===== config.mk =====
export PLATFORM = sky130hd
export DESIGN_NAME = rgb_led_bit_encoder_unit_flat
export DESIGN_NICKNAME = d
export VERILOG_FILES = /design/src/rlbe_pkg.sv /design/src/rlbe_ifs.sv /design/src/rlbe_front.sv /design/src/rlbe_queue.sv /design/src/rlbe_back.sv /design/src/rgb_led_bit_encoder_unit.sv /design/src/flat_wrapper.sv
export SDC_FILE = /design/constraint.sdc
export NUM_CORES = 1
export LEC_CHECK = 0
export BUFFER_PORTS_ARGS = -buffer_cell sky130_fd_sc_hd__buf_2
export CORE_ASPECT_RATIO = 1.75
export CORE_UTILIZATION = 55
export CTS_BUF_LIST = sky130_fd_sc_hd__clkbuf_8
export CTS_CLUSTER_SIZE = 16
export DETAILED_ROUTE_END_ITERATION = 10
export PLACE_DENSITY = 0.74
export SLEW_MARGIN = 20
export SYNTH_ARGS = -nofsm -noshare
export SYNTH_HDL_FRONTEND = slang
export SYNTH_HIERARCHICAL = 1
export SYNTH_SLANG_ARGS = --single-unit

===== constraint.sdc =====
create_clock -name clk -period 4.8 [get_ports clk]
set_clock_uncertainty 0.1 [all_clocks]
set_input_delay 0.96 -clock clk [delete_from_list [all_inputs] [get_ports clk]]
set_output_delay 0.96 -clock clk [all_outputs]
set_load 0.005 [all_outputs]

===== src/rlbe_pkg.sv =====
// shared types and constants of the rgb led bit encoder
`default_nettype none
package rlbe_pkg;

  localparam int BITS_PER_PIXEL = 24;
  localparam int CNT_W          = 5;
  localparam logic [CNT_W-1:0] LAST_BIT = CNT_W'(BITS_PER_PIXEL - 1);
  localparam logic [CNT_W-1:0] GAP_SLOT = CNT_W'(BITS_PER_PIXEL);

  localparam int CFG_ADDR_W = 3;
  localparam int CFG_DATA_W = 16;

  localparam logic [CFG_ADDR_W-1:0] REG_BRIGHTNESS   = 3'd0;
  localparam logic [CFG_ADDR_W-1:0] REG_SCALE_ENABLE = 3'd1;
  localparam logic [CFG_ADDR_W-1:0] REG_DUTY_ONE     = 3'd2;
  localparam logic [CFG_ADDR_W-1:0] REG_DUTY_ZERO    = 3'd3;
  localparam logic [CFG_ADDR_W-1:0] REG_RESET_SLOTS  = 3'd4;

  localparam logic [7:0]  BRIGHTNESS_RST   = 8'd45;
  localparam logic        SCALE_ENABLE_RST = 1'b1;
  localparam logic [15:0] DUTY_ONE_RST     = 16'd140;
  localparam logic [15:0] DUTY_ZERO_RST    = 16'd70;
  localparam logic [7:0]  RESET_SLOTS_RST  = 8'd50;

  localparam logic [5:0]  FULL_SCALE = 6'd45;
  localparam logic [10:0] RECIP_45   = 11'd1456;

  localparam int QUEUE_DEPTH_DEFAULT = 4;

  typedef struct packed {
    logic [7:0]  brightness;
    logic        scale_enable;
    logic [15:0] duty_one;
    logic [15:0] duty_zero;
    logic [7:0]  reset_slots;
  } cfg_t;

  typedef struct packed {
    logic [BITS_PER_PIXEL-1:0] word;
    logic                      last_pixel;
  } queue_entry_t;

endpackage
`default_nettype wire


===== src/rlbe_ifs.sv =====
// channel interfaces of the rgb led bit encoder
`default_nettype none
interface rlbe_pixel_if;
  logic       valid;
  logic       ready;
  logic [7:0] red;
  logic [7:0] green;
  logic [7:0] blue;
  logic       last_pixel;
  modport source (output valid, red, green, blue, last_pixel, input ready);
  modport sink (input valid, red, green, blue, last_pixel, output ready);
endinterface

interface rlbe_result_if;
  logic        valid;
  logic        ready;
  logic [15:0] duty;
  logic [7:0]  slot_count;
  logic        last;
  modport source (output valid, duty, slot_count, last, input ready);
  modport sink (input valid, duty, slot_count, last, output ready);
endinterface

interface rlbe_cfg_if;
  logic                            valid;
  logic                            ready;
  logic [rlbe_pkg::CFG_ADDR_W-1:0] index;
  logic [rlbe_pkg::CFG_DATA_W-1:0] data;
  modport source (output valid, index, data, input ready);
  modport sink (input valid, index, data, output ready);
endinterface
`default_nettype wire


===== src/rlbe_front.sv =====
// front end: accepts pixels, scales the channels and packs the grb word
`default_nettype none
module rlbe_front (
  input  wire                     clk,
  input  wire                     rst,
  input  rlbe_pkg::cfg_t          cfg,
  rlbe_pixel_if.sink              pixel,
  output logic                    out_valid,
  input  wire                     out_ready,
  output rlbe_pkg::queue_entry_t  out_entry
);
  import rlbe_pkg::*;

  // channel order in the word: green, red, blue
  logic        v1, v2, v3;
  logic        en;
  logic [5:0]  bright_eff;
  logic [13:0] prod [3];
  logic [13:0] prod2 [3];
  logic [7:0]  quot0 [3];
  logic [24:0] recip [3];
  logic [13:0] rem [3];
  logic [7:0]  quot [3];
  logic [7:0]  chan [3];
  logic        last1, last2;

  assign en          = !v3 || out_ready;
  assign pixel.ready = en;
  assign out_valid   = v3;

  always_comb begin
    if (!cfg.scale_enable) begin
      bright_eff = FULL_SCALE;
    end else if (cfg.brightness > 8'(FULL_SCALE)) begin
      bright_eff = FULL_SCALE;
    end else begin
      bright_eff = cfg.brightness[5:0];
    end
    chan[0] = pixel.green;
    chan[1] = pixel.red;
    chan[2] = pixel.blue;
    for (int i = 0; i < 3; i++) begin
      recip[i] = 25'(prod[i]) * 25'(RECIP_45);
      rem[i]   = prod2[i] - 14'(quot0[i] * FULL_SCALE);
      quot[i]  = (rem[i] >= 14'(FULL_SCALE)) ? quot0[i] + 8'd1 : quot0[i];
    end
  end

  always_ff @(posedge clk) begin
    if (rst) begin
      v1 <= 1'b0;
      v2 <= 1'b0;
      v3 <= 1'b0;
    end else if (en) begin
      v1 <= pixel.valid;
      v2 <= v1;
      v3 <= v2;
    end
  end

  always_ff @(posedge clk) begin
    if (en) begin
      for (int i = 0; i < 3; i++) begin
        prod[i]  <= 14'(chan[i] * bright_eff);
        prod2[i] <= prod[i];
        quot0[i] <= recip[i][23:16];
      end
      last1                <= pixel.last_pixel;
      last2                <= last1;
      out_entry.word       <= {quot[0], quot[1], quot[2]};
      out_entry.last_pixel <= last2;
    end
  end

endmodule
`default_nettype wire


===== src/rlbe_queue.sv =====
// short queue between front end and bit serialiser
`default_nettype none
module rlbe_queue #(
  parameter int DEPTH = rlbe_pkg::QUEUE_DEPTH_DEFAULT
) (
  input  wire                     clk,
  input  wire                     rst,
  input  wire                     in_valid,
  output logic                    in_ready,
  input  rlbe_pkg::queue_entry_t  in_entry,
  output logic                    out_valid,
  input  wire                     out_ready,
  output rlbe_pkg::queue_entry_t  out_entry
);
  import rlbe_pkg::*;

  localparam int PTR_W = (DEPTH > 1) ? $clog2(DEPTH) : 1;
  localparam int CNT_W_Q = $clog2(DEPTH + 1);

  queue_entry_t       entries [DEPTH];
  logic [PTR_W-1:0]   wr_ptr, rd_ptr;
  logic [CNT_W_Q-1:0] count;
  logic               push, pop;

  assign in_ready  = count != CNT_W_Q'(DEPTH);
  assign out_valid = count != '0;
  assign push      = in_valid && in_ready;
  assign pop       = out_valid && out_ready;
  assign out_entry = entries[rd_ptr];

  always_ff @(posedge clk) begin
    if (rst) begin
      wr_ptr <= '0;
      rd_ptr <= '0;
      count  <= '0;
    end else begin
      if (push) begin
        wr_ptr <= (wr_ptr == PTR_W'(DEPTH - 1)) ? '0 : wr_ptr + 1'b1;
      end
      if (pop) begin
        rd_ptr <= (rd_ptr == PTR_W'(DEPTH - 1)) ? '0 : rd_ptr + 1'b1;
      end
      if (push && !pop) begin
        count <= count + 1'b1;
      end else if (pop && !push) begin
        count <= count - 1'b1;
      end
    end
  end

  always_ff @(posedge clk) begin
    if (push) begin
      entries[wr_ptr] <= in_entry;
    end
  end

  a_count_bound: assert property (@(posedge clk) disable iff (rst)
    count <= CNT_W_Q'(DEPTH))
    else $error("queue count beyond depth");

  a_count_up: assert property (@(posedge clk) disable iff (rst)
    push && !pop |=> count == $past(count) + 1'b1)
    else $error("queue count did not follow a lone push");

endmodule
`default_nettype wire


===== src/rlbe_back.sv =====
// back end: serialises each word into duty results and the latch gap
`default_nettype none
module rlbe_back (
  input  wire                     clk,
  input  wire                     rst,
  input  rlbe_pkg::cfg_t          cfg,
  input  wire                     in_valid,
  output logic                    in_ready,
  input  rlbe_pkg::queue_entry_t  in_entry,
  rlbe_result_if.source           result
);
  import rlbe_pkg::*;

  logic                      busy;
  logic [CNT_W-1:0]          cnt;
  logic [BITS_PER_PIXEL-1:0] word;
  logic                      last_pixel;
  logic                      out_valid;
  logic                      out_load;
  logic                      emit;
  logic                      final_emit;
  logic                      gap;
  logic [15:0]               duty_next;
  logic [7:0]                slots_next;
  logic                      last_next;

  assign gap        = last_pixel && (cfg.reset_slots != 8'd0);
  assign out_load   = !out_valid || result.ready;
  assign emit       = busy && out_load;
  assign final_emit = emit && (((cnt == LAST_BIT) && !gap) || (cnt == GAP_SLOT));
  assign in_ready   = !busy || final_emit;
  assign result.valid = out_valid;

  always_comb begin
    if (cnt == GAP_SLOT) begin
      duty_next  = 16'd0;
      slots_next = cfg.reset_slots;
      last_next  = 1'b1;
    end else begin
      duty_next  = word[BITS_PER_PIXEL-1] ? cfg.duty_one : cfg.duty_zero;
      slots_next = 8'd1;
      last_next  = (cnt == LAST_BIT) && last_pixel && !gap;
    end
  end

  always_ff @(posedge clk) begin
    if (rst) begin
      busy      <= 1'b0;
      cnt       <= '0;
      out_valid <= 1'b0;
    end else begin
      if (in_valid && in_ready) begin
        busy <= 1'b1;
        cnt  <= '0;
      end else if (final_emit) begin
        busy <= 1'b0;
      end else if (emit) begin
        cnt <= cnt + 1'b1;
      end
      if (emit) begin
        out_valid <= 1'b1;
      end else if (result.ready) begin
        out_valid <= 1'b0;
      end
    end
  end

  always_ff @(posedge clk) begin
    if (in_valid && in_ready) begin
      word       <= in_entry.word;
      last_pixel <= in_entry.last_pixel;
    end else if (emit) begin
      word <= word << 1;
    end
    if (emit) begin
      result.duty       <= duty_next;
      result.slot_count <= slots_next;
      result.last       <= last_next;
    end
  end

  a_cnt_range: assert property (@(posedge clk) disable iff (rst)
    busy |-> cnt <= GAP_SLOT)
    else $error("bit counter beyond the gap slot");

  a_gap_shape: assert property (@(posedge clk) disable iff (rst)
    out_valid && result.slot_count != 8'd1 |-> result.duty == 16'd0 && result.last)
    else $error("multi-slot result is not a closing gap");

endmodule
`default_nettype wire


===== src/rgb_led_bit_encoder_unit.sv =====
// top level of the rgb led bit encoder
`default_nettype none
// Takes one pixel (red, green, blue, last_pixel) per transfer, optionally
// scales each channel by min(brightness, 45)/45, packs it green-red-blue and
// sends 24 duty results, msb first, one per clock while result.ready holds.
// After a last pixel a gap result (duty 0, reset_slots slots) follows unless
// reset_slots is 0. A pixel gives 24 results, 25 when it closes a frame with
// a gap; a three-stage scaling pipeline plus a short queue keep the next
// pixel ready behind the output register. Configuration writes are always
// ready and take effect on the next clock.
module rgb_led_bit_encoder_unit #(
  parameter int QUEUE_DEPTH = rlbe_pkg::QUEUE_DEPTH_DEFAULT
) (
  input  wire            clk,
  input  wire            rst,
  rlbe_cfg_if.sink       cfg,
  rlbe_pixel_if.sink     pixel,
  rlbe_result_if.source  result
);
  import rlbe_pkg::*;

  cfg_t         cfg_regs;
  logic         front_valid, front_ready;
  queue_entry_t front_entry;
  logic         queue_valid, queue_ready;
  queue_entry_t queue_entry;

  assign cfg.ready = 1'b1;

  always_ff @(posedge clk) begin
    if (rst) begin
      cfg_regs.brightness   <= BRIGHTNESS_RST;
      cfg_regs.scale_enable <= SCALE_ENABLE_RST;
      cfg_regs.duty_one     <= DUTY_ONE_RST;
      cfg_regs.duty_zero    <= DUTY_ZERO_RST;
      cfg_regs.reset_slots  <= RESET_SLOTS_RST;
    end else if (cfg.valid) begin
      case (cfg.index)
        REG_BRIGHTNESS:   cfg_regs.brightness   <= cfg.data[7:0];
        REG_SCALE_ENABLE: cfg_regs.scale_enable <= cfg.data[0];
        REG_DUTY_ONE:     cfg_regs.duty_one     <= cfg.data;
        REG_DUTY_ZERO:    cfg_regs.duty_zero    <= cfg.data;
        REG_RESET_SLOTS:  cfg_regs.reset_slots  <= cfg.data[7:0];
        default: ;
      endcase
    end
  end

  rlbe_front u_front (
    .clk       (clk),
    .rst       (rst),
    .cfg       (cfg_regs),
    .pixel     (pixel),
    .out_valid (front_valid),
    .out_ready (front_ready),
    .out_entry (front_entry)
  );

  rlbe_queue #(
    .DEPTH (QUEUE_DEPTH)
  ) u_queue (
    .clk       (clk),
    .rst       (rst),
    .in_valid  (front_valid),
    .in_ready  (front_ready),
    .in_entry  (front_entry),
    .out_valid (queue_valid),
    .out_ready (queue_ready),
    .out_entry (queue_entry)
  );

  rlbe_back u_back (
    .clk      (clk),
    .rst      (rst),
    .cfg      (cfg_regs),
    .in_valid (queue_valid),
    .in_ready (queue_ready),
    .in_entry (queue_entry),
    .result   (result)
  );

endmodule
`default_nettype wire


===== src/flat_wrapper.sv =====
// flat-port wrapper written by rule: the top's interface ports become plain ports
module rgb_led_bit_encoder_unit_flat import rlbe_pkg::*;
#(
  parameter int QUEUE_DEPTH = rlbe_pkg::QUEUE_DEPTH_DEFAULT
)
  (clk, rst, cfg_valid, cfg_index, cfg_data, cfg_ready, pixel_valid, pixel_red, pixel_green, pixel_blue, pixel_last_pixel, pixel_ready, result_valid, result_duty, result_slot_count, result_last, result_ready);
  rlbe_cfg_if cfg_i ();
  rlbe_pixel_if pixel_i ();
  rlbe_result_if result_i ();
  input  wire clk;
  input  wire rst;
  input wire logic [$bits(cfg_i.valid)-1:0] cfg_valid;
  input wire logic [$bits(cfg_i.index)-1:0] cfg_index;
  input wire logic [$bits(cfg_i.data)-1:0] cfg_data;
  output wire logic [$bits(cfg_i.ready)-1:0] cfg_ready;
  input wire logic [$bits(pixel_i.valid)-1:0] pixel_valid;
  input wire logic [$bits(pixel_i.red)-1:0] pixel_red;
  input wire logic [$bits(pixel_i.green)-1:0] pixel_green;
  input wire logic [$bits(pixel_i.blue)-1:0] pixel_blue;
  input wire logic [$bits(pixel_i.last_pixel)-1:0] pixel_last_pixel;
  output wire logic [$bits(pixel_i.ready)-1:0] pixel_ready;
  output wire logic [$bits(result_i.valid)-1:0] result_valid;
  output wire logic [$bits(result_i.duty)-1:0] result_duty;
  output wire logic [$bits(result_i.slot_count)-1:0] result_slot_count;
  output wire logic [$bits(result_i.last)-1:0] result_last;
  input wire logic [$bits(result_i.ready)-1:0] result_ready;
  assign cfg_i.valid = cfg_valid;
  assign cfg_i.index = cfg_index;
  assign cfg_i.data = cfg_data;
  assign cfg_ready = cfg_i.ready;
  assign pixel_i.valid = pixel_valid;
  assign pixel_i.red = pixel_red;
  assign pixel_i.green = pixel_green;
  assign pixel_i.blue = pixel_blue;
  assign pixel_i.last_pixel = pixel_last_pixel;
  assign pixel_ready = pixel_i.ready;
  assign result_valid = result_i.valid;
  assign result_duty = result_i.duty;
  assign result_slot_count = result_i.slot_count;
  assign result_last = result_i.last;
  assign result_i.ready = result_ready;
  rgb_led_bit_encoder_unit #(.QUEUE_DEPTH(QUEUE_DEPTH)) u_core (.clk(clk), .rst(rst), .cfg(cfg_i), .pixel(pixel_i), .result(result_i));
endmodule

==> impl_metrics.csv <==
group,metric,value,unit
global_route,antenna_found_initial,1,
route,wl_per_cell,16.8,µm
yosys,async_flop_share,0,
worst_setup_path,cp_data_arrival_time,5.05,ns
global_route,grt_pass1_wl,90.3,mm
floorplanning,dieArea,50700,µm²
yosys,synth_top_cell_by_area,"edfxtp_1",
route,firstDrtPassIters,5,
place,place_ws,-0.321,ns
yosys,syn-cell-area,27400,µm²
route,drtAntennaViolNets,0,
floorplanning,io_pins,77,
clock_tree,htreeDepth,2,
worst_setup_path,cp.required,5.06,ns
yosys,ys.warnings.count,6,
floorplanning,start_util,0.560,
yosys,synth-edff-count,285,
hold_path,hold_path_class,"register to register",
global_route,grt_pass1_vias,19400,
yosys,synth_ff_type,"edfxtp_1",
place,placed_area,29400,µm²
yosys,ys_ff_latch,353,
finish,layout-drive-gt1-share,0.188,
global_route,grt-ovfl-total,0,
worst_setup_path,crit_type,"register to register",
job,maxCapViolCount,0,
route,vias,18100,
clock_tree,cts_buffer_depth,3,
place,place.gp.congestion,0.889,
clock_tree,cts_tree,"yes",
finish,final_common_cell,"inv_1",
worst_setup_path,timing.rr.start,"u_core/u_front/quot0[0][5]$_DFFE_PP_",
timing,period_share,0.997,
worst_setup_path,r2r_slack,0.01,ns
yosys,synth.area.top_cells,"edfxtp_1 (31%), fa_1 (16%), ha_1 (14%)",
yosys,avgSynthCellArea,11.6,µm²
yosys,ys_types,100,
timing,max_slew_margin,0.258,
timing,worst_pin_slew,1.11,ns
route,remaining_drc_errors,0,
finish,nNetsFinal,3202,
place,dp_cells,3181,
worst_setup_path,endpoint_kind,"register",
floorplanning,rows,107,
timing,layout_setup_ws,0.0144,ns
finish,final_cell_area,31500,µm²
yosys,syn_nets,2943,
timing,hold_viol,0,
timing,period_minus_slack,4.79,ns
finish,syn2layout_area_growth,15.0,%
global_route,grt_use_total,0.222,
timing,fmax,209,MHz
clock_tree,cts_sinks,353,
timing,slew_viol_final,0,
route,viasPerCell,5.46,
clock_tree,clk_latency,0.62,ns
yosys,ys_seq_area_frac,0.362,
clock_tree,path_clk_slew,0.07,ns
route,totalWireLength,55.9,mm
finish,final_cells,3319,
floorplanning,die_h,297,µm
timing,setup_violations,0,
clock_tree,cts_buffers,52,
place,port_buffers,75,
place,hpwl,43.1,mm
hold_path,hp-start,"u_core/u_front/last2$_DFFE_PP_",
yosys,synthCells,2363,
status,outcome,"complete, no violations",
clock_tree,cts_root_buf,"clkbuf_8",
timing,rsz0062_at_grt,"true",
finish,layout_common_cells,"inv_1 (396), ha_1 (285), edfxtp_1 (285), fa_1 (213), buf_4 (172)",
timing,whs,0.338,ns
worst_setup_path,cp-start-kind,"register",
global_route,grt_max_degree,133,
yosys,synth_top_area_frac,0.313,
clock_tree,hold_buffers,0,
worst_setup_path,crit_path_start,"u_core/u_front/quot0[0][5]$_DFFE_PP_",
floorplanning,core_region_area,48900,µm²
worst_setup_path,path_max_fanout,7,
route,drt_iter0_markers,710,
floorplanning,die_x,171,µm
## per-stage QoR
step,TNS (ns),utilization
global route,-1.70,0.644
detailed placement,-3.95,0.602
CTS,-0.0434,0.627
finish,0,0.644
floorplan,-0.0142,-
global placement,-2.69,0.602
## registers in the layout, indices dropped and copies added (netlist names), named ones only
register / flops
u_core/u_back/result.duty: 16
u_core/u_front/out_entry: 25
u_core/u_front/last2: 1
u_core/u_back/last_pixel: 1
u_core/u_back/busy: 1
u_core/u_queue/rd_ptr: 2
u_core/u_front/prod2: 42
u_core/u_front/last1: 1
u_core/u_front/v1: 1
u_core/u_front/out_valid: 1
u_core/u_queue/wr_ptr: 2
u_core/u_back/word: 24
u_core/u_back/result.slot_count: 8
u_core/cfg_regs: 49
u_core/u_front/prod: 42
u_core/u_back/cnt: 5
u_core/u_back/result.valid: 1
u_core/u_queue/entries: 100
u_core/u_back/result.last: 1
u_core/u_queue/count: 3
u_core/u_front/v2: 1
u_core/u_front/quot0: 24
## what timing repair did
action	in CTS	in global routing
buffers inserted	11	28
cloned	0	2
pin swaps	7	63
setup endpoints to repair	30	45
gates resized for setup	25	107
## logic make-up after synthesis
kind of cell / Yosys count / synth area share
buf+inv: 439 / 0.0629
compound gates: 273 / 0.0706
other cells: 1 / 0.000137
mux: 127 / 0.0617
flops: 353 / 0.362
simple gates: 529 / 0.105
fa+ha+maj: 531 / 0.301
xor+xnor: 110 / 0.0358
## per-layer routing
metal | GRT usage | wire length [µm] | vias to the layer above
li1 | - | - | 8677
met1 | 0.236 | 20900 | 8943
met2 | 0.433 | 31400 | 352
met3 | 0.0235 | 1570 | 138
met4 | 0.0909 | 2030 | 0
met5 | 0 | 0 | -
## final timing paths
| check | endpoint | cells after the start |
|---|---|---|
| min reg2reg | u_core/u_front/out_entry[0]$_DFFE_PP_ | 0 |
| min | u_core/u_front/out_entry[0]$_DFFE_PP_ | 0 |
| max | u_core/u_front/out_entry[18]$_DFFE_PP_ | 16 |
| max reg2reg | u_core/u_front/out_entry[18]$_DFFE_PP_ | 16 |
## cell type report
class	count	area, µm²
repair buffers	260	1830
multi-input cells	1571	16400
clock inverters	40	241
flip-flops and latches	353	9920
fillers	3715	17400
inverters	384	1440
well taps	654	818
clock buffers	56	771
diodes	1	2.50
## synth_stat cells, drive strengths merged, types with 36 or more instances
library cell and instances:
and2 82, fa 214, nand2b 69, ha 317, inv 384, and3 52
edfxtp 285, o21ai 53, xor2 45, mux2i 76, dfxtp 68, clkbuf 36
a21oi 55, xnor2 65, nor2 107, nand2 97
## critical path: stages (launching register included)
cell	delay, ns
edfxtp_1	0.44
ha_4	0.30
inv_2	0.03
fa_1	0.48
fa_1	0.55
inv_1	0.05
fa_1	0.49
inv_2	0.05
ha_4	0.22
a211o_1	0.31
or3_1	0.34
nor3_2	0.18
o31a_1	0.19
o22ai_2	0.09
nor4b_4	0.24
buf_4	0.20
mux2_4	0.30
Power is not shown: default switching activity piles up to over one toggle a cycle in this logic, so the estimate is an artifact.
